**config.mk**
```make
export PLATFORM = sky130hd
export DESIGN_NAME = bxavg_front
export DESIGN_NICKNAME = d
export VERILOG_FILES = /design/src/rtl/core/bxavg_pkg.sv /design/src/rtl/core/bxavg_front.sv
export SDC_FILE = /design/constraint.sdc
export NUM_CORES = 1
export LEC_CHECK = 0
export BUFFER_PORTS_ARGS = -buffer_cell sky130_fd_sc_hd__buf_2
export CORE_ASPECT_RATIO = 1.5
export CORE_UTILIZATION = 30
export CTS_CLUSTER_DIAMETER = 60
export DETAILED_ROUTE_END_ITERATION = 6
export GPL_ROUTABILITY_DRIVEN = 0
export GPL_TIMING_DRIVEN = 0
export PLACE_DENSITY_LB_ADDON = 0.08
export SETUP_SLACK_MARGIN = 0.5
export SLEW_MARGIN = 5
export SYNTH_ARGS = -nofsm -noshare
export SYNTH_HDL_FRONTEND = slang
export SYNTH_SLANG_ARGS = --single-unit
```
**constraint.sdc**
```tcl
create_clock -name clk -period 9.85 [get_ports clk]
set_clock_uncertainty 0.2 [all_clocks]
set_input_delay 0 -clock clk [delete_from_list [all_inputs] [get_ports clk]]
set_output_delay 0 -clock clk [all_outputs]
set_load 0.1 [all_outputs]
```
**src/rtl/core/bxavg_pkg.sv**
```systemverilog
// Shared constants and types for the box-average downscaler.
// No dependencies; every other file of the block uses this package.
package bxavg_pkg;

	// Default sizing handed to the top-level parameters
	localparam int MAX_WIDTH_DEF  = 2048;
	localparam int MAX_FACTOR_DEF = 16;

	// Frame height bound and the row counter that covers it
	localparam int HEIGHT_LIMIT = 2048;
	localparam int ROW_W        = $clog2(HEIGHT_LIMIT);

	// Field widths
	localparam int PIX_W = 8;
	localparam int AVG_W = 8;

	// Configuration registers
	localparam int WIDTH_REG_W  = 12;
	localparam int HEIGHT_REG_W = 12;
	localparam int FACTOR_REG_W = 5;
	localparam int CFG_DATA_W   = 12;
	localparam int CFG_IDX_W    = 2;

	localparam logic [CFG_IDX_W-1:0] REG_WIDTH  = 2'd0;
	localparam logic [CFG_IDX_W-1:0] REG_HEIGHT = 2'd1;
	localparam logic [CFG_IDX_W-1:0] REG_FACTOR = 2'd2;

	localparam logic [WIDTH_REG_W-1:0]  WIDTH_RESET  = 12'd640;
	localparam logic [HEIGHT_REG_W-1:0] HEIGHT_RESET = 12'd480;
	localparam logic [FACTOR_REG_W-1:0] FACTOR_RESET = 5'd2;

	// Depth of the queue between front and back
	localparam int QUEUE_DEPTH = 4;

	// Classification of one accepted pixel
	typedef struct packed {
		logic col_first;  // first pixel of a block row
		logic col_last;   // last pixel of a block row
		logic row_fresh;  // top row of the block: start the column sum over
		logic row_last;   // bottom row of the block: the block completes here
		logic row_end;    // block is the last full one of its output row
		logic frame_end;  // ... and lies in the last full block row
	} cmd_flags_t;

	// Marks carried along with a result
	typedef struct packed {
		logic frame_end;
		logic row_end;
	} out_tag_t;

endpackage

```
**src/rtl/core/bxavg_front.sv**
```systemverilog
// Front end: configuration registers, frame position counters and pixel classification.
// Depends on bxavg_pkg.
module bxavg_front #(
	parameter int MAX_WIDTH  = bxavg_pkg::MAX_WIDTH_DEF,
	parameter int MAX_FACTOR = bxavg_pkg::MAX_FACTOR_DEF
) (
	input  logic                                   clk,
	input  logic                                   arst_n,
	input  logic                                   cfg_we,
	input  logic [bxavg_pkg::CFG_IDX_W-1:0]        cfg_index,
	input  logic [bxavg_pkg::CFG_DATA_W-1:0]       cfg_data,
	input  logic                                   pix_valid,
	output logic                                   pix_ready,
	input  logic [bxavg_pkg::PIX_W-1:0]            pixel,
	input  logic                                   q_full,
	output logic                                   push,
	output logic [bxavg_pkg::PIX_W-1:0]            push_pixel,
	output logic [$clog2(MAX_WIDTH)-1:0]           push_col,
	output bxavg_pkg::cmd_flags_t                  push_flags,
	output logic [2*$clog2(MAX_FACTOR+1)-1:0]      divisor
);
	import bxavg_pkg::*;

	localparam int COL_W  = $clog2(MAX_WIDTH);
	localparam int FACT_W = $clog2(MAX_FACTOR + 1);
	localparam int PH_W   = $clog2(MAX_FACTOR);
	localparam int DIV_W  = 2 * FACT_W;
	localparam int CW     = ((COL_W > FACT_W + 1) ? COL_W : FACT_W + 1) + 2;
	localparam int RW     = ((ROW_W > FACT_W + 1) ? ROW_W : FACT_W + 1) + 2;

	logic [WIDTH_REG_W-1:0]  width_q;
	logic [HEIGHT_REG_W-1:0] height_q;
	logic [FACTOR_REG_W-1:0] factor_q;

	logic [ROW_W-1:0] row_cnt_q;
	logic [ROW_W-1:0] blk_top_q;
	logic [PH_W-1:0]  row_ph_q;
	logic [COL_W-1:0] col_cnt_q;
	logic [COL_W-1:0] blk_left_q;
	logic [COL_W-1:0] out_col_q;
	logic [PH_W-1:0]  col_ph_q;
	logic [DIV_W-1:0] divisor_q;

	logic [CW-1:0]     w_eff;
	logic [RW-1:0]     h_eff;
	logic [FACT_W-1:0] n_eff;
	logic [CW-1:0]     n_cw;
	logic [RW-1:0]     n_rw;
	logic [PH_W-1:0]   n_m1;
	logic              full_col;
	logic              full_row;
	logic              col_last;
	logic              row_last;
	logic              col_wrap;
	logic              row_wrap;
	logic              last_blk_col;
	logic              last_blk_row;
	logic              accept;
	logic              restart;

	// Clamp the registers to their working range
	always_comb begin
		if (width_q == '0) begin
			w_eff = CW'(1);
		end else if (int'(width_q) > MAX_WIDTH) begin
			w_eff = CW'(MAX_WIDTH);
		end else begin
			w_eff = CW'(width_q);
		end
		if (height_q == '0) begin
			h_eff = RW'(1);
		end else if (int'(height_q) > HEIGHT_LIMIT) begin
			h_eff = RW'(HEIGHT_LIMIT);
		end else begin
			h_eff = RW'(height_q);
		end
		if (factor_q == '0) begin
			n_eff = FACT_W'(1);
		end else if (int'(factor_q) > MAX_FACTOR) begin
			n_eff = FACT_W'(MAX_FACTOR);
		end else begin
			n_eff = FACT_W'(factor_q);
		end
	end

	// Classify the current position against the block grid
	assign n_cw         = CW'(n_eff);
	assign n_rw         = RW'(n_eff);
	assign n_m1         = PH_W'(n_eff - 1'b1);
	assign full_col     = (CW'(blk_left_q) + n_cw) <= w_eff;
	assign full_row     = (RW'(blk_top_q) + n_rw) <= h_eff;
	assign last_blk_col = (CW'(blk_left_q) + (n_cw << 1)) > w_eff;
	assign last_blk_row = (RW'(blk_top_q) + (n_rw << 1)) > h_eff;
	assign col_last     = col_ph_q == n_m1;
	assign row_last     = row_ph_q == n_m1;
	assign col_wrap     = CW'(col_cnt_q) == (w_eff - 1'b1);
	assign row_wrap     = RW'(row_cnt_q) == (h_eff - 1'b1);

	assign pix_ready = !q_full;
	assign accept    = pix_valid && pix_ready;

	// Forward only pixels that fall inside a whole block
	assign push                  = accept && full_col && full_row;
	assign push_pixel            = pixel;
	assign push_col              = out_col_q;
	assign push_flags.col_first  = col_ph_q == '0;
	assign push_flags.col_last   = col_last;
	assign push_flags.row_fresh  = row_ph_q == '0;
	assign push_flags.row_last   = row_last;
	assign push_flags.row_end    = last_blk_col;
	assign push_flags.frame_end  = last_blk_col && last_blk_row;
	assign divisor               = divisor_q;

	// Decode configuration writes
	always_comb begin
		unique case (cfg_index)
			REG_WIDTH, REG_HEIGHT, REG_FACTOR: restart = cfg_we;
			default:                           restart = 1'b0;
		endcase
	end

	always_ff @(posedge clk or negedge arst_n) begin
		if (!arst_n) begin
			width_q  <= WIDTH_RESET;
			height_q <= HEIGHT_RESET;
			factor_q <= FACTOR_RESET;
		end else if (cfg_we) begin
			unique case (cfg_index)
				REG_WIDTH:  width_q  <= cfg_data[WIDTH_REG_W-1:0];
				REG_HEIGHT: height_q <= cfg_data[HEIGHT_REG_W-1:0];
				REG_FACTOR: factor_q <= cfg_data[FACTOR_REG_W-1:0];
				default: ;
			endcase
		end
	end

	// Advance the frame position on every accepted word; restart on a register write
	always_ff @(posedge clk or negedge arst_n) begin
		if (!arst_n) begin
			row_cnt_q  <= '0;
			blk_top_q  <= '0;
			row_ph_q   <= '0;
			col_cnt_q  <= '0;
			blk_left_q <= '0;
			out_col_q  <= '0;
			col_ph_q   <= '0;
		end else if (restart) begin
			row_cnt_q  <= '0;
			blk_top_q  <= '0;
			row_ph_q   <= '0;
			col_cnt_q  <= '0;
			blk_left_q <= '0;
			out_col_q  <= '0;
			col_ph_q   <= '0;
		end else if (accept) begin
			if (col_wrap) begin
				col_cnt_q  <= '0;
				col_ph_q   <= '0;
				out_col_q  <= '0;
				blk_left_q <= '0;
				if (row_wrap) begin
					row_cnt_q <= '0;
					row_ph_q  <= '0;
					blk_top_q <= '0;
				end else begin
					row_cnt_q <= row_cnt_q + 1'b1;
					if (row_last) begin
						row_ph_q  <= '0;
						blk_top_q <= blk_top_q + ROW_W'(n_eff);
					end else begin
						row_ph_q <= row_ph_q + 1'b1;
					end
				end
			end else begin
				col_cnt_q <= col_cnt_q + 1'b1;
				if (col_last) begin
					col_ph_q   <= '0;
					out_col_q  <= out_col_q + 1'b1;
					blk_left_q <= blk_left_q + COL_W'(n_eff);
				end else begin
					col_ph_q <= col_ph_q + 1'b1;
				end
			end
		end
	end

	// Block area for the divider
	always_ff @(posedge clk) begin
		divisor_q <= DIV_W'(n_eff) * DIV_W'(n_eff);
	end

endmodule

```
**Yosys cells after proc, flatten, opt, wreduce, memory -nomap -nowiden**

Index checks and enable logic that the tools add are counted.

- Equal/unequal tests: 6
- Multiplexer cells: 36
- Multiply operators: 1
- $add $sub $neg: 14
- Reductions and logical operators: 22
- $lt $le $gt $ge: 7

Operator list:

| operator | number |
|---|---|
| $mux W11 | 20 |
| $mux W4 | 9 |
| $add A11 B1 Y11 const B | 3 |
| $eq A11 B13 Y1 | 2 |
| $gt A12 B13 Y1 | 2 |
| $le A12 B13 Y1 | 2 |
| $mux W13 | 2 |
| $sub A13 B1 Y13 const B | 2 |
| $add A11 B5 Y12 | 2 |
| $add A11 B6 Y12 | 2 |
| $gt A12 B12 Y1 const B | 2 |
| $logic_not A12 Y1 | 2 |
| $mux W12 | 2 |
| $add A11 B5 Y11 | 2 |
| $mul A5 B5 Y10 | 1 |
| $mux W5 | 2 |
| $reduce_and A2 Y1 | 5 |
| $add A4 B1 Y4 const B | 2 |
| $eq A4 B4 Y1 | 2 |
| $logic_not A4 Y1 | 2 |
| $reduce_bool A3 Y1 | 2 |
| $gt A5 B5 Y1 const B | 1 |
| $logic_not A5 Y1 | 1 |
| $logic_and A1 B1 Y1 | 4 |
| 9 further kinds | 10 |

- Output and inout bits: 37
- Bits of input ports: 27
- Register bits: 102
- Logic and storage cells: 97

**Longest topological paths before layout**

- Depth in word-level cells: 10
- Mapped depth: 17
- Depth with buffers taken out: 17

**Least setup slack after synthesis**

No wires, ideal clock.

- Path type: flip-flop to output port
- From: reg factor_q[1]
- To: out push
- Cell stages (with the launch flop): 16
- Buffers on the path: 0
- Arrival time: 4,330 ps
- Path slack: 5,320 ps
- Data required time: 9,650 ps
- Cell sequence: dfstp_2 -> or3_1 -> a21oi_1 -> ha_1 -> fa_1 -> a21oi_1 -> o21ai_0 -> a21oi_1 -> nor2b_1 -> nand3_1 -> xnor2_1 -> ha_1 -> or4_1 -> a211o_1 -> a31oi_1 -> o221a_2

- Cells in the longest elaborated chain, start to end: 7
- Elaborated cells between the ends (all ways): 10
- Those cells by class: add/sub: 2; order compare: 3; mux: 2; reduce/logical: 3

RTL lines:

| what | line | RTL |
|---|---|---|
| start: declaration | bxavg_front.sv:33 | `logic [FACTOR_REG_W-1:0] factor_q;` |
| start signal: assignment | bxavg_front.sv:131 | `REG_FACTOR: factor_q <= cfg_data[FACTOR_REG_W-1:0];` |
| $gt A5 B5 Y1 | bxavg_front.sv:79 | `end else if (int'(factor_q) > MAX_FACTOR) begin` |
| $mux W5 | bxavg_front.sv:79 |  |
| $mux W5 * | bxavg_front.sv:77 | `if (factor_q == '0) begin` |
| via n_eff[0] | bxavg_front.sv:46 | `logic [FACT_W-1:0] n_eff;` |
| $add A11 B5 Y12 | bxavg_front.sv:90 | `assign full_col = (CW'(blk_left_q) + n_cw) <= w_eff;` |
| $le A12 B13 Y1 | bxavg_front.sv:90 |  |
| $logic_and A1 B1 Y1 | bxavg_front.sv:103 | `assign push = accept && full_col && full_row;` |
| $logic_and A1 B1 Y1 * | bxavg_front.sv:103 |  |
| end: declaration | bxavg_front.sv:16 | `output logic push,` |

The timed path passes the listed nets; every way through them passes the cells marked *.

**Final worst setup path**

- From: reg factor_q[2]
- To: out push

The elaborated chain is that of the path after synthesis.

==> run_results.csv <==
group,metric,value,unit
grt,grt_use_total,0.192,
logic_synthesis,synthArstFlopShare,0.911,
floorplanning,die_w,139,um
logic_synthesis,synth_compound_area_frac,0.182,
drt,drtAntennaViolNets,0,
drt,drt_iter0_drc,286,
logic_synthesis,synth_edf_count,0,
worst_setup_path,crit_start,"factor_q[2]",
floorplanning,io_pins,64,
worst_setup_path,crit_chain,"or3_1, a21oi_1, ha_1, fa_1, a21oi_1, o21ai_0, a21oi_1, nor2b_1, nand3_1, xnor2_1, ha_1, or4_1, a211o_1, a31oi_1, o221a_2, buf_2",
run_status,violations,"design-rule violations",
worst_setup_path,crit_path_end_kind,"output port",
sta,max_clock_freq,167,MHz
clock_tree,cts_resized,0,
logic_synthesis,avgSynthCellArea,8.89,um2
power_and_ir_drop,finalPower,1770,uW
grt,grt_pass1_vias,7531,
sta,finalSetupTns,0,ps
run,maxCapViolations,0,
sta,timing.final.max_slew_violations,0,
power_and_ir_drop,p_per_area,183,mW/mm2
logic_synthesis,synth.top_cell.area_share,0.252,
floorplanning,die_y,207,um
worst_hold_path,holdPathEnd,"row_ph_q[3]",
sta,worst_pin_slew,1160,ps
logic_synthesis,syn_inst,948,
worst_setup_path,r2r_start,"width_q[9]",
worst_setup_path,slowest_delay,910,ps
clock_tree,clkTransAtPathRegs,80,ps
sta,rsz0062_at_grt,"false",
logic_synthesis,yosysWarningCount,0,
logic_synthesis,synth-xor-area-share,0.0821,
clock_tree,cts.path.max_buffers,2,
drt,drcViolationCount,6,
grt,grt_max_degree,57,
layout,final_nets,1154,
floorplanning,num_rows,74,
clock_tree,tritoncts,"built",
drt,viasPerCell,5.26,
drt,post_drt_wl_per_cell,19.0,um
clock_tree,clockRootBuffer,"clkbuf_16",
floorplanning,die_area,0.0288,mm2
logic_synthesis,synth_area_leaders,"dfrtp_1 25%, ha_1 13%, xnor2_1 4.5%, nand2_1 3.8%, xor2_1 3.7%",
run_status,status,"finished with violations",
worst_setup_path,critPathBufInv,1,
worst_hold_path,min_path_cells,5,
worst_setup_path,worstSetupPathType,"reg -> out",
worst_setup_path,path_common_cell,"a21oi_1",
placement,numPortBuffers,54,
logic_synthesis,synthSimpleGateAreaFrac,0.205,
logic_synthesis,ys_seq_area_frac,0.296,
grt,grt-ovfl-total,0,
clock_tree,post_cts_buffers,0,
layout,n_antenna_cell,0,
worst_hold_path,hold_path_class,"in -> reg",
layout,fin_util,0.353,
clock_tree,cts_buffers,9,
sta,period_needed,5980,ps
layout,drive_gt1_frac,0.136,
sta,timing.final.crit_share,0.607,
logic_synthesis,yosys.area.top_type,"dfrtp_1",
logic_synthesis,synth-seq-cells,101,
floorplanning,core-area,0.0274,mm2
power_and_ir_drop,p_leak,0.00433,uW
worst_setup_path,crit_fanout,10,
power_and_ir_drop,peakVddDrop,93.6,uV
worst_setup_path,required,9650,ps
sta,slew_headroom,0.230,
drt,via_count,7274,
logic_synthesis,synthFlopType,"dfrtp_1",
placement,dp_hpwl,20400,um
logic_synthesis,yosysUniqueCellTypes,73,
grt,antenna_found_initial,0,
worst_setup_path,start_kind,"flip-flop",
clock_tree,htreeDepth,3,
logic_synthesis,synth_adder_area_share,0.143,
worst_setup_path,timing.rr.end,"blk_top_q[6]",
grt,grt_pass1_wl,42500,um
sta,hold_violations,0,
worst_setup_path,crit_family,"compound AO/OA/AOI/OAI gates",
worst_setup_path,cp.arrival,5780,ps
clock_tree,cts.sink_count,101,
logic_synthesis,muxShareOfSynthArea,0.0385,
drt,drt_wl_total,26200,um
floorplanning,start_util,0.307,
sta,finalSetupViolations,0,
worst_setup_path,crit_slowest_cell,"a21oi_1",
logic_synthesis,synth_top_family_by_area,"simple AND/OR/NAND/NOR gates",
worst_setup_path,ff2ff_path_depth,16,
layout,syn_to_final_growth,14.9,%
worst_setup_path,r2r_setup_slack,4300,ps
worst_hold_path,min_from,"q_full",
clock_tree,clock_latency,380,ps
drt,drt-pass1-iter-count,6,
worst_setup_path,crit_cells,16,
logic_synthesis,syn_area,0.00843,mm2
## tightest hold or removal path: cells and delay by family
family                 cells  cell delay (ps)
and+or+nand+nor            3              450
buffers and inverters      1               80
muxes                      1               60
## where the power goes
part | switching [uW] | internal [uW]
logic | 542 | 291
registers | 69.8 | 473
clock network | 193 | 201
## placed cells by master, fill, tap and decap left out, types with 27 or more instances in the layout
master     n
clkbuf_1  40
mux2_2    27
nor2_1    46
xor2_1    36
buf_2     55
nand2_1   86
nand3_1   29
o21ai_0   43
a21oi_1   39
xnor2_1   43
ha_1      86
inv_1     40
dfrtp_1   85
## Yosys cell counts (4+ instances only)
| cell type | count |
|---|---|
| ha_1 | 86 |
| nand2_1 | 86 |
| dfrtp_1 | 85 |
| nor2_1 | 46 |
| o21ai_0 | 43 |
| xnor2_1 | 43 |
| clkbuf_1 | 40 |
| inv_1 | 40 |
| a21oi_1 | 39 |
| xor2_1 | 36 |
| nand3_1 | 29 |
| mux2_2 | 27 |
| nand4_1 | 20 |
| a22o_1 | 19 |
| nand2b_1 | 19 |
| nor3_1 | 19 |
| nor2b_1 | 17 |
| o21a_1 | 16 |
| and2_1 | 15 |
| and3_1 | 15 |
| a21o_1 | 13 |
| buf_4 | 12 |
| nor4_1 | 12 |
| a211oi_1 | 11 |
| or3_1 | 11 |
| a31oi_1 | 10 |
| dfxtp_1 | 9 |
| o31ai_1 | 9 |
| o311ai_0 | 8 |
| a22oi_1 | 7 |
| dfstp_2 | 7 |
| fa_1 | 6 |
| nor3b_1 | 6 |
| nand3b_1 | 5 |
| o21bai_1 | 5 |
| o22ai_1 | 5 |
| o31a_1 | 5 |
| or2_2 | 5 |
| or4_1 | 4 |
## how the worst max path moves through the flow
stage                 to  slack [ps]
finish              push        3870
global route        push        3480
floorplan           push        5320
CTS                 push        3720
detailed placement  push        4180
global placement    push        4170
## kinds of logic after synthesis
kind of cell	Yosys count
fa+ha+maj	93
flops	101
simple gates	324
other cells	2
mux	29
xor+xnor	79
compound gates	219
buf+inv	101
## repair_timing
item / in CTS / in global routing
endpoints found under the setup margin: 0 / 0
hold buffers: 19 / 0
endpoints found under the hold margin: 122 / 0
## flip-flops by register name, summed over array words and instances (netlist names)
name        count
blk_left_q     11
blk_top_q      11
col_cnt_q      11
col_ph_q        4
divisor         9
factor_q        5
height_q       12
push_col       11
row_cnt_q      11
row_ph_q        4
width_q        12
## metrics by stage
step	cell area [um2]	worst slack, ps	hold WS, ps	instances
2_1_floorplan	8430	5320	-496	950
3_3_place_gp	9130	4170	54.6	1346
3_5_place_dp	9170	4180	-179	1347
4_1_cts	9680	3720	36.2	1382
5_1_grt	9680	3480	76.9	1382
6_report	9680	3870	54.2	1382
## routing by layer
| metal | vias up | routed length (um) | global-route usage |
|---|---|---|---|
| met2 | 115 | 13700 | 0.354 |
| met4 | 0 | 1030 | 0.0946 |
| met5 | - | 0 | 0 |
| met3 | 38 | 605 | 0.0258 |
| li1 | 3621 | - | - |
| met1 | 3500 | 10900 | 0.216 |
## layout make-up
type	count	area, um2
fillers	2901	17700
multi-input cells	748	5500
flip-flops and latches	101	2490
repair buffers	74	500
well taps	342	428
plain buffers	61	294
clock buffers	9	225
inverters	40	150
clock inverters	7	83.8
No activity file was read; power rests on OpenSTA's default activity.
