### src/rtl/core/bxavg_pkg.sv
// Shared constants and types for the box-average downscaler.
// No dependencies; every other file of the block uses this package.
package bxavg_pkg;

	// Default sizing handed to the top-level parameters
	localparam int MAX_WIDTH_DEF  = 2048;
	localparam int MAX_FACTOR_DEF = 16;

	// Frame height bound and the row counter that covers it
	localparam int HEIGHT_LIMIT = 2048;
	localparam int ROW_W        = $clog2(HEIGHT_LIMIT);

	// Field widths
	localparam int PIX_W = 8;
	localparam int AVG_W = 8;

	// Configuration registers
	localparam int WIDTH_REG_W  = 12;
	localparam int HEIGHT_REG_W = 12;
	localparam int FACTOR_REG_W = 5;
	localparam int CFG_DATA_W   = 12;
	localparam int CFG_IDX_W    = 2;

	localparam logic [CFG_IDX_W-1:0] REG_WIDTH  = 2'd0;
	localparam logic [CFG_IDX_W-1:0] REG_HEIGHT = 2'd1;
	localparam logic [CFG_IDX_W-1:0] REG_FACTOR = 2'd2;

	localparam logic [WIDTH_REG_W-1:0]  WIDTH_RESET  = 12'd640;
	localparam logic [HEIGHT_REG_W-1:0] HEIGHT_RESET = 12'd480;
	localparam logic [FACTOR_REG_W-1:0] FACTOR_RESET = 5'd2;

	// Depth of the queue between front and back
	localparam int QUEUE_DEPTH = 4;

	// Classification of one accepted pixel
	typedef struct packed {
		logic col_first;  // first pixel of a block row
		logic col_last;   // last pixel of a block row
		logic row_fresh;  // top row of the block: start the column sum over
		logic row_last;   // bottom row of the block: the block completes here
		logic row_end;    // block is the last full one of its output row
		logic frame_end;  // ... and lies in the last full block row
	} cmd_flags_t;

	// Marks carried along with a result
	typedef struct packed {
		logic frame_end;
		logic row_end;
	} out_tag_t;

endpackage

### src/rtl/core/bxavg_queue.sv
// Short register queue that decouples the front end from the accumulator.
// Depends on bxavg_pkg only for the default depth; width and depth come in as parameters.
module bxavg_queue #(
	parameter int DATA_W = 8,
	parameter int DEPTH  = bxavg_pkg::QUEUE_DEPTH
) (
	input  logic              clk,
	input  logic              arst_n,
	input  logic              push,
	input  logic [DATA_W-1:0] push_data,
	output logic              full,
	input  logic              pop,
	output logic              pop_valid,
	output logic [DATA_W-1:0] pop_data
);
	localparam int PTR_W = (DEPTH > 1) ? $clog2(DEPTH) : 1;
	localparam int CNT_W = $clog2(DEPTH + 1);

	logic [DATA_W-1:0] slot_q [DEPTH];
	logic [PTR_W-1:0]  wr_ptr_q;
	logic [PTR_W-1:0]  rd_ptr_q;
	logic [CNT_W-1:0]  cnt_q;
	logic              do_push;
	logic              do_pop;

	assign full      = cnt_q == CNT_W'(DEPTH);
	assign pop_valid = cnt_q != '0;
	assign pop_data  = slot_q[rd_ptr_q];
	assign do_push   = push && !full;
	assign do_pop    = pop && pop_valid;

	// Store the incoming word
	always_ff @(posedge clk) begin
		if (do_push) begin
			slot_q[wr_ptr_q] <= push_data;
		end
	end

	// Move the pointers and the fill count
	always_ff @(posedge clk or negedge arst_n) begin
		if (!arst_n) begin
			wr_ptr_q <= '0;
			rd_ptr_q <= '0;
			cnt_q    <= '0;
		end else begin
			if (do_push) begin
				wr_ptr_q <= (wr_ptr_q == PTR_W'(DEPTH - 1)) ? '0 : wr_ptr_q + 1'b1;
			end
			if (do_pop) begin
				rd_ptr_q <= (rd_ptr_q == PTR_W'(DEPTH - 1)) ? '0 : rd_ptr_q + 1'b1;
			end
			if (do_push && !do_pop) begin
				cnt_q <= cnt_q + 1'b1;
			end else if (do_pop && !do_push) begin
				cnt_q <= cnt_q - 1'b1;
			end
		end
	end

endmodule

### config.mk
export PLATFORM = sky130hd
export DESIGN_NAME = bxavg_queue
export DESIGN_NICKNAME = d
export VERILOG_FILES = /design/src/rtl/core/bxavg_pkg.sv /design/src/rtl/core/bxavg_queue.sv
export SDC_FILE = /design/constraint.sdc
export NUM_CORES = 1
export LEC_CHECK = 0
export BUFFER_PORTS_ARGS = -buffer_cell sky130_fd_sc_hd__buf_2
export CAP_MARGIN = 40
export CORE_ASPECT_RATIO = 0.8
export CORE_MARGIN = 2
export CORE_UTILIZATION = 45
export DETAILED_ROUTE_END_ITERATION = 10
export PLACE_DENSITY_LB_ADDON = 0.05
export RECOVER_POWER = 25
export SYNTH_ARGS = -nofsm -noshare
export SYNTH_HDL_FRONTEND = slang
export SYNTH_SLANG_ARGS = --single-unit
### constraint.sdc
create_clock -name clk -period 2.52 [get_ports clk]
set_input_delay 0.252 -clock clk [delete_from_list [all_inputs] [get_ports clk]]
set_output_delay 0.252 -clock clk [all_outputs]
set_load 0.02 [all_outputs]
Word-level counts from Yosys, hierarchy flattened
Memory sizes are Yosys's and may differ from the RTL's.
Index checks and enable logic that the tools add are counted.
- bits in latches: 0
- flip-flop bits (word level): 7
- memory bits (read-only): 0
- bits of input ports: 12
- memories: 1
- RAM bits: 32
- multiply operators: 0
- shift operators: 0
- bitwise gates (word level): 0
- add/sub/neg operators: 4
- mux-type cells: 6
- equal/unequal tests: 3
- $lt $le $gt $ge: 0
- div/mod/pow operators: 0
- reduce and logical (&&, ||, !) cells: 9
- memories (memory ; depth ; width ; read ports ; clocked after memory_dff ; write ports ; RTL line ; source):
    slot_q ; 4 ; 8 ; 1 ; 0 ; 1 ; bxavg_queue.sv:19 ; logic [DATA_W-1:0] slot_q [DEPTH];
- operator list (kind ; count):
    $mux W3 ; 2
    $add A2 B1 Y2 const B ; 2
    $eq A2 B2 Y1 const B ; 2
    $logic_and A1 B1 Y1 ; 4
    $mux W2 ; 2
    $add A3 B1 Y3 const B ; 1
    $eq A3 B3 Y1 const B ; 1
    $logic_not A1 Y1 ; 3
    $reduce_bool A3 Y1 ; 1
    $sub A3 B1 Y3 const B ; 1
    $mux W1 ; 2
    $reduce_bool A2 Y1 ; 1

Depth between registers and ports, before layout
Gate-level depths: netlist of run 1.
- depth after elaboration: 7
- depth in mapped cells: 9
- depth with buffers taken out: 8

Worst setup path before layout of run 1
Ideal clock, no wire load.
- kind: flip-flop to flip-flop
- start: register cnt_q[0]
- end: register cnt_q[2]
- stages on the path, launching flop included: 9
- slack: 0.483 ns
- arrival time: 1.957 ns
- setup time: 0.079 ns
- buffers on the path: 0
- cell sequence: dfrtp_1 or3_4 nand2_4 ha_1 inv_1 fa_1 xor2_1 nor2_1 xor2_1
- RTL lines (what ; RTL line ; source):
    start: declaration ; bxavg_queue.sv:22 ; logic [CNT_W-1:0] cnt_q;
    start signal: assignment ; bxavg_queue.sv:53 ; cnt_q <= cnt_q + 1'b1;
    start signal: assignment ; bxavg_queue.sv:55 ; cnt_q <= cnt_q - 1'b1;
    $reduce_bool A3 Y1 (*) ; bxavg_queue.sv:27 ; assign pop_valid = cnt_q != '0;
    via pop_valid ; bxavg_queue.sv:13 ; output logic pop_valid,
    $logic_and A1 B1 Y1 (*) ; bxavg_queue.sv:30 ; assign do_pop = pop && pop_valid;
    $logic_not A1 Y1 ; bxavg_queue.sv:52 ; if (do_push && !do_pop) begin
    $logic_and A1 B1 Y1 ; bxavg_queue.sv:52 ;
    $mux W3 or $reduce_bool A2 Y1 (tied branches) ; -- ;
Mark *: on every way through the listed nets, which the timed path passes. The rest lies on a longest branch. The select of a mux whose other input is x is not followed.
A chain may end at the register's enable or synchronous reset.

Worst setup path after layout of run 1
- start: register cnt_q[0]
- end: register cnt_q[2]
- word-level cells in the longest chain between the ends: 6
- RTL lines (what):
    parallel branches: the longest is 6 deep, another holds $sub A3 B1 Y3
Parallel ways; which one is timed is not known. The select of a mux whose other input is x is not followed.

==> summary.md, run 1 <==
| Metric | Value |
|---|---|
| Crit path DAT | ~2300 ps |
| Syn Std Cell Area | ~0.0016 mm2 |
| Crit-path max FO | 4 |
| H-tree depth reported by CTS | 2 |
| Leakage power | 0.711 nW |
| Post-Synth Adder-Cell Area | 5.83% |
| Seq cells post-synth | 39 |
| Gr ovfl total | 0 |
| Crit-path max cell delay | 460 ps |
| Final core occ | 55.3% |
| First-pass GRT wire length | just under 4000 um |
| Rel. slew slack | just under 60% |
| Met3 usage | 5.22% |
| Initial DRC Count | 50 |
| Largest area contributor in the netlist | edfxtp_1 |
| CP startpoint | cnt_q[0]$_DFFE_PN0P_ |
| Number of nets in the layout | around 120 |
| Most Used Layer, Global Route | met2 |
| Sequential fraction of the synthesis area | 69.6% |
| Critical Path, Cell by Cell | or3_4 -> nand2_4 -> ha_1 -> inv_1 -> fa_1 -> xor2_1 -> nor2_1 -> xor2_1 |
| Fin area | roughly 0.0019 mm2 |
| # DRC | 0 |
| Fmax | around 0.48 GHz |
| Post-synthesis xor/xnor area fraction | 1.61% |
| Post-CTS Hold Buffers | 1 |
| DR pass1 iterations | 3 |
| Setup Viol. Count Final | 0 |
| Clock latency on the worst-skew pair | 290 ps |
| Complex-gate fraction of the synthesized area | 0% |
| Die Y | just under 60 um |
| Worst r2r src | cnt_q[0]$_DFFE_PN0P_ |
| # IOs | 22 |
| CTS tree | built |
| Cell Area, Placed | 0.00177 mm2 |
| Cell mode on critical path | xor2_1 |
| Final hold violations | 0 |
| CP bufs+invs | 1 |
| Mean Syn Cell Area | 20.7 um2 |
| Post-Syn Instances | 79 |
| Die extent in x | around 71 um |
| Share of post-route cells with drive strength above 1 | 40.6% |
| Routability Congestion | 0.682 |
| Main combinational cell family by area after synthesis | multiplexers |
| # diodes | 0 |
| Post-CTS sizing | 0 |
| FP Rows | 19 |
| Post-CTS Repair Setup Buffers | 0 |
| Max Buffers Root-to-Sink | 2 |
| Total core area | 0.00345 mm2 |
| CTS clk-pin slew, worst paths | 80 ps |
| Fin. max-slew vios | 0 |
| Startpoint types | flip-flop |
| Power Dens Cells | around 1300 mW/mm2 |
| Worst VDD drop | around 0.49 mV |
| Max Clock Skew | 5.73 ps |
| Post-synthesis mux area share | 15.4% |
| Vias/cell | ~4.9 |
| Initial antenna violation count | 0 |
| GRT met2 Usage | 20.4% |
| Root Driver | clkbuf_8 |
| WL per Instance | 16.2 um |
| Yosys top cell area share | between 50% and 60% |
| Fillers | 268 |
| Status | finished, final reports clean |
| Yosys warnings | 0 |
| CP endpoint kind | flip-flop |
| DR vias | roughly 720 |
| Worst-path cell with the longest stage delay | dfrtp_1 |
| Tcrit/Tclk final | 82.6% |
| P&R area growth vs syn | 16.9% |
| IO buf count | 21 |
| HP Class | in -> reg |
| Hold_sp | push_data[4] |
| GRT met1 Usage | around 18% |
| Vias in the first global route | 800 |
| Total CTS buffers | 5 |
| Most common cell after layout, fill and taps aside | edfxtp_1 |
| Max-cap viol count | 0 |
| Hold WS | between 150 and 200 ps |
| Family with the most delay on the worst path | simple AND/OR/NAND/NOR gates |
| Clk sink count | 39 |
| Number of library cell types mapped by synthesis | 19 |
| RSZ-0062 raised after global routing | false |
| Largest net degree at the start of global routing | 14 |
| Simple-gate share of the synthesized area | 5.60% |
| GRT Total Usage | 13.6% |
| DRT antenna net count | 0 |
| Mapped Nets | 98 |
| Final WL | approximately 2400 um |
| Worst Path Required | 2730 ps |
| Crit path kind | reg -> reg |
| Initial core utilization | 47.3% |
| Most frequent cells in the layout | edfxtp_1, buf_2, mux4_2 |
| Slew of the pin with the lowest slew margin | approximately 630 ps |
| Fin crit period | approximately 2100 ps |
| Largest cells by area after synthesis | edfxtp_1, mux4_2, dfrtp_1 |
| Dpl hpwl | 1660 um |
| Fin Setup TNS | 0 ps |
| Die area | a little over 0.004 mm2 |
[sequential cells by signal, indices dropped and copies added, names as in the netlist]
name,count
slot_q,32
wr_ptr_q,2
cnt_q,3
rd_ptr_q,2
[area by class of cell]
class	instances	area (um2)	share of cell area, %
clock inverter	3	67.6	3.54
timing repair buffer	22	106	5.58
multi-input combinational	34	464	24.3
tap	42	52.6	2.76
inverter	3	11.3	0.591
clock buffer	5	68.8	3.61
sequential	39	1140	59.6
[path summary, 6_finish.rpt]
kind / endpoint / slack, ps / cells past startpoint
worst max-delay path: cnt_q[2]$_DFFE_PN0P_ / 440 / 8
worst min-delay path: slot_q[0][4]$_DFFE_PP_ / 190 / 1
worst max register to register: cnt_q[2]$_DFFE_PN0P_ / 440 / 8
worst min register to register: cnt_q[2]$_DFFE_PN0P_ / 510 / 1
max in group asynchronous: cnt_q[2]$_DFFE_PN0P_ / 2030 / 2
min in group asynchronous: cnt_q[0]$_DFFE_PN0P_ / 330 / 2
[kinds of logic (layout without fill, tap and decap cells)]
kind of cell  Yosys count  count (layout)
buf+inv                 6              33
xor+xnor                3               3
flops                  39              39
fa+ha+maj               7               7
simple gates           11              11
mux                    13              13
[cells in the mapped netlist]
master and number:
nand2_4 1, edfxtp_1 32, buf_6 1, buf_2 1, or3_4 1, clkbuf_1 1, mux2_2 1, nor2_1 3
ha_1 6, xnor2_1 1, fa_1 1, inv_1 3, and2_2 4, nor2b_2 1, mux2_4 4, mux4_2 8
nor3b_4 1, dfrtp_1 7, xor2_1 2
[per-layer routing]
layer | wire, um | vias up
met1 | 1130 | 351
met5 | 0 | -
met4 | 48 | 0
li1 | - | 350
met2 | 1100 | 16
met3 | 120 | 7
[stage by stage]
stage | total power, mW | cells | setup WS, ps
2_1_floorplan | 1.61 | 79 | 483
3_3_place_gp | 1.81 | 139 | 478
3_5_place_dp | 1.81 | 139 | 468
4_1_cts | 2.42 | 148 | 410
5_1_grt | 2.52 | 148 | 321
6_report | 2.38 | 148 | 438
[where the power goes]
group / internal, mW / switching [mW]
sequential: 0.872 / 0.159
combinational: 0.390 / 0.356
clock: 0.395 / 0.213
(Power assumes the default switching activity.)
==> inputs of run 2 (changes only) <==
clock period = 1.7 ns   (was 2.52 ns; I/O delays follow)
==> run 2 against run 1 <==
  * The run now ends with negative setup slack left
  * Fmax increased by 9.5%
  * Worst setup slack got worse by 640 ps
  * Combinational power increased by 120%
  * Core utilization increased by 3.9 points
  * Largest cell class unchanged
  * Largest power group is now combinational logic
  * Highest routed layer unchanged
==> summary.md, run 2 (synthesis results as in run 1) <==
| Metric | Value |
|---|---|
| # IOs | 22 (unchanged) |
| Place WS | -179 ps (was 468 ps) |
| Root Driver | clkbuf_8 (unchanged) |
| Clk sink count | 39 (unchanged) |
| Fin crit period | 1900 ps (was 2080 ps) |
| RSZ-0062 raised after global routing | true (was false) |
| # DRC | 0 (unchanged) |
| CP bufs+invs | 2 (was 1) |
| Initial antenna violation count | 0 (unchanged) |
| Routability Congestion | 0.712 (was 0.682) |
| Most frequent cells in the layout | edfxtp_1, buf_2, buf_4 (was edfxtp_1, buf_2, mux4_2) |
| Crit path DAT | 2070 ps (was 2290 ps) |
| Max reg flops | 32 (unchanged) |
| Crit-path max cell delay | 420 ps (was 460 ps) |
| P&R area growth vs syn | 25.2% (was 16.9%) |
| Sequential Power Share | 39.8% (was 43.2%) |
| FP Rows | 19 (unchanged) |
| Slew of the pin with the lowest slew margin | 460 ps (was 634 ps) |
| Max Clock Skew | 6.75 ps (was 5.73 ps) |
| HP Class | in -> reg (unchanged) |
| Fmax | 0.526 GHz (was 0.480 GHz) |
| FF-to-FF setup slack | -200 ps (was 440 ps) |
| NetSw | 1.17 mW (was 0.728 mW) |
| Hold path cells | 1 (unchanged) |
| Crit path kind | reg -> reg (unchanged) |
| IO buf count | 21 (unchanged) |
| Total power | 3.69 mW (was 2.38 mW) |
| Biggest regs | slot_q: 32 flops, cnt_q: 3 flops (unchanged) |
| Gr ovfl total | 0 (unchanged) |
| Initial core utilization | 47.3% (unchanged) |
| Fillers | 275 (was 268) |
| Worst-path cell with the longest stage delay | fa_2 (was dfrtp_1) |
| CP endpoint kind | flip-flop (unchanged) |
| Clock latency on the worst-skew pair | 290 ps (about the same) |
| Total core area | 0.00345 mm2 (unchanged) |
| Hold_sp | push_data[1] (was push_data[4]) |
| Family with the most delay on the worst path | adder cells (was simple AND/OR/NAND/NOR gates) |
| Vias in the first global route | 804 (was 800) |
| Clk pwr share | 15.5% (was 25.5%) |
| Die area | 0.00413 mm2 (unchanged) |
| Vias/cell | 4.92 (was 4.89) |
| Max-cap viol count | 0 (unchanged) |
| Switch share | 31.7% (was 30.5%) |
| First-pass GRT wire length | 4310 um (was 3930 um) |
| Worst r2r src | cnt_q[1]$_DFFE_PN0P_ (was cnt_q[0]$_DFFE_PN0P_) |
| Combinational Power Share | 44.7% (was 31.3%) |
| Final WL | 2750 um (was 2390 um) |
| H-tree depth reported by CTS | 2 (unchanged) |
| CTS tree | built (unchanged) |
| Setup Viol. Count Final | 2 (was 0) |
| Reg2reg end | cnt_q[1]$_DFFE_PN0P_ (was cnt_q[2]$_DFFE_PN0P_) |
| Largest net degree at the start of global routing | 12 (was 14) |
| Share of post-route cells with drive strength above 1 | 49.6% (was 40.6%) |
| Most common cell after layout, fill and taps aside | edfxtp_1 (unchanged) |
| Max Buffers Root-to-Sink | 2 (unchanged) |
| R2R depth | 7 (was 8) |
| Worst setup margin | -201 ps (was 438 ps) |
| DR vias | 792 (was 724) |
| Fin. max-slew vios | 0 (unchanged) |
| Leakage power | 0.781 nW (was 0.711 nW) |
| Startpoint types | flip-flop (unchanged) |
| DR pass1 iterations | 4 (was 3) |
| Dpl hpwl | 1810 um (was 1660 um) |
| Internal | 2.52 mW (was 1.66 mW) |
| Power Dens Cells | 1810 mW/mm2 (was 1250 mW/mm2) |
| Top reg by flops | slot_q (unchanged) |
| Worst Path Required | 1870 ps (was 2730 ps) |
| Rel. slew slack | 69.3% (was 57.8%) |
| Status | finished with violations (was finished, final reports clean) |
| Worst VDD drop | 0.865 mV (was 0.485 mV) |
| Number of nets in the layout | 137 (was 124) |
| Hold EP | slot_q[2][1]$_DFFE_PP_ (was slot_q[0][4]$_DFFE_PP_) |
| # diodes | 0 (unchanged) |
| Failing checks | negative setup slack |
| DRT antenna net count | 0 (unchanged) |
| CTS clk-pin slew, worst paths | 70 ps (was 80 ps) |
| Critical Path, Cell by Cell | buf_6 -> nor3b_4 -> nor2b_4 -> ha_4 -> inv_2 -> fa_2 -> mux2_2 (was or3_4 -> nand2_4 -> ha_1 -> inv_1 -> fa_1 -> xor2_1 -> nor2_1 -> xor2_1) |
| Final hold violations | 0 (unchanged) |
| Die Y | 57.9 um (unchanged) |
| Crit-path max FO | 3 (was 4) |
| Total CTS buffers | 5 (unchanged) |
| GRT Total Usage | 15.0% (was 13.6%) |
| WL per Instance | 17.1 um (was 16.2 um) |
| Die extent in x | 71.3 um (unchanged) |
| Tcrit/Tclk final | 112% (was 82.6%) |
| Initial DRC Count | 48 (was 50) |
[run 2: cell count changes in the layout (fill, tap and decap cells not counted), sizes merged]
cell / previous run / this run
buf: 14 / 27
bufinv: 2 / 0
clkbuf: 12 / 13
clkinvlp: 1 / 0
clkinv: 0 / 2
[run 2: timing repair]
item,4_1_cts,5_1_grt
hold buffers,1,0
pin swaps,4,6
buffers inserted,2,3
endpoints found under the hold margin,7,0
gates resized for setup,1,17
endpoints found under the setup margin,2,7
cloned,0,1
[run 2: layer usage]
layer	vias to the layer above	GRT usage [%]	wire [um]
met2	15	23.7	1330
met5	-	0	0
li1	380	-	-
met3	6	6.26	123
met4	0	4.85	32
met1	391	19.2	1270
[run 2: power groups by stage]
stage | combinational (mW) | sequential (mW) | clock (mW)
after floorplan | 0.996 | 1.41 | 0
after global placement | 1.36 | 1.47 | 0
after detailed placement | 1.39 | 1.48 | 0
after CTS | 1.44 | 1.46 | 0.584
after global routing | 1.79 | 1.50 | 0.625
final | 1.65 | 1.47 | 0.573
[run 2: cell type report]
class,instances,area (um2),share of cell area (%)
clock buffers,6,72.6,3.55
multi-input cells,34,489,24.0
flip-flops and latches,39,1140,55.8
clock inverters,2,7.51,0.368
inverters,3,11.3,0.551
well taps,42,52.6,2.57
repair buffers,35,270,13.2
[run 2: per-stage QoR]
stage	cell area (um2)	util [%]	setup TNS [ps]	instances	hold slack (ps)
6_report	2040	59.2	-366	161	106
4_1_cts	1960	56.7	-304	157	89.6
5_1_grt	2040	59.2	-614	161	107
2_1_floorplan	1650	-	-472	79	-126
3_3_place_gp	1850	53.6	-222	146	14.7
3_5_place_dp	1850	53.6	-305	146	14.3
[run 2: how the worst max path moves through the flow]
| stage | from | endpoint | cells past startpoint |
|---|---|---|---|
| after global routing | cnt_q[1]$_DFFE_PN0P_ | cnt_q[1]$_DFFE_PN0P_ | 7 |
| after global placement | cnt_q[1]$_DFFE_PN0P_ | cnt_q[2]$_DFFE_PN0P_ | 8 |
| after CTS | cnt_q[1]$_DFFE_PN0P_ | cnt_q[2]$_DFFE_PN0P_ | 8 |
| after detailed placement | cnt_q[1]$_DFFE_PN0P_ | cnt_q[2]$_DFFE_PN0P_ | 8 |
| final | cnt_q[1]$_DFFE_PN0P_ | cnt_q[1]$_DFFE_PN0P_ | 7 |
| after floorplan | cnt_q[1]$_DFFE_PN0P_ | cnt_q[1]$_DFFE_PN0P_ | 7 |
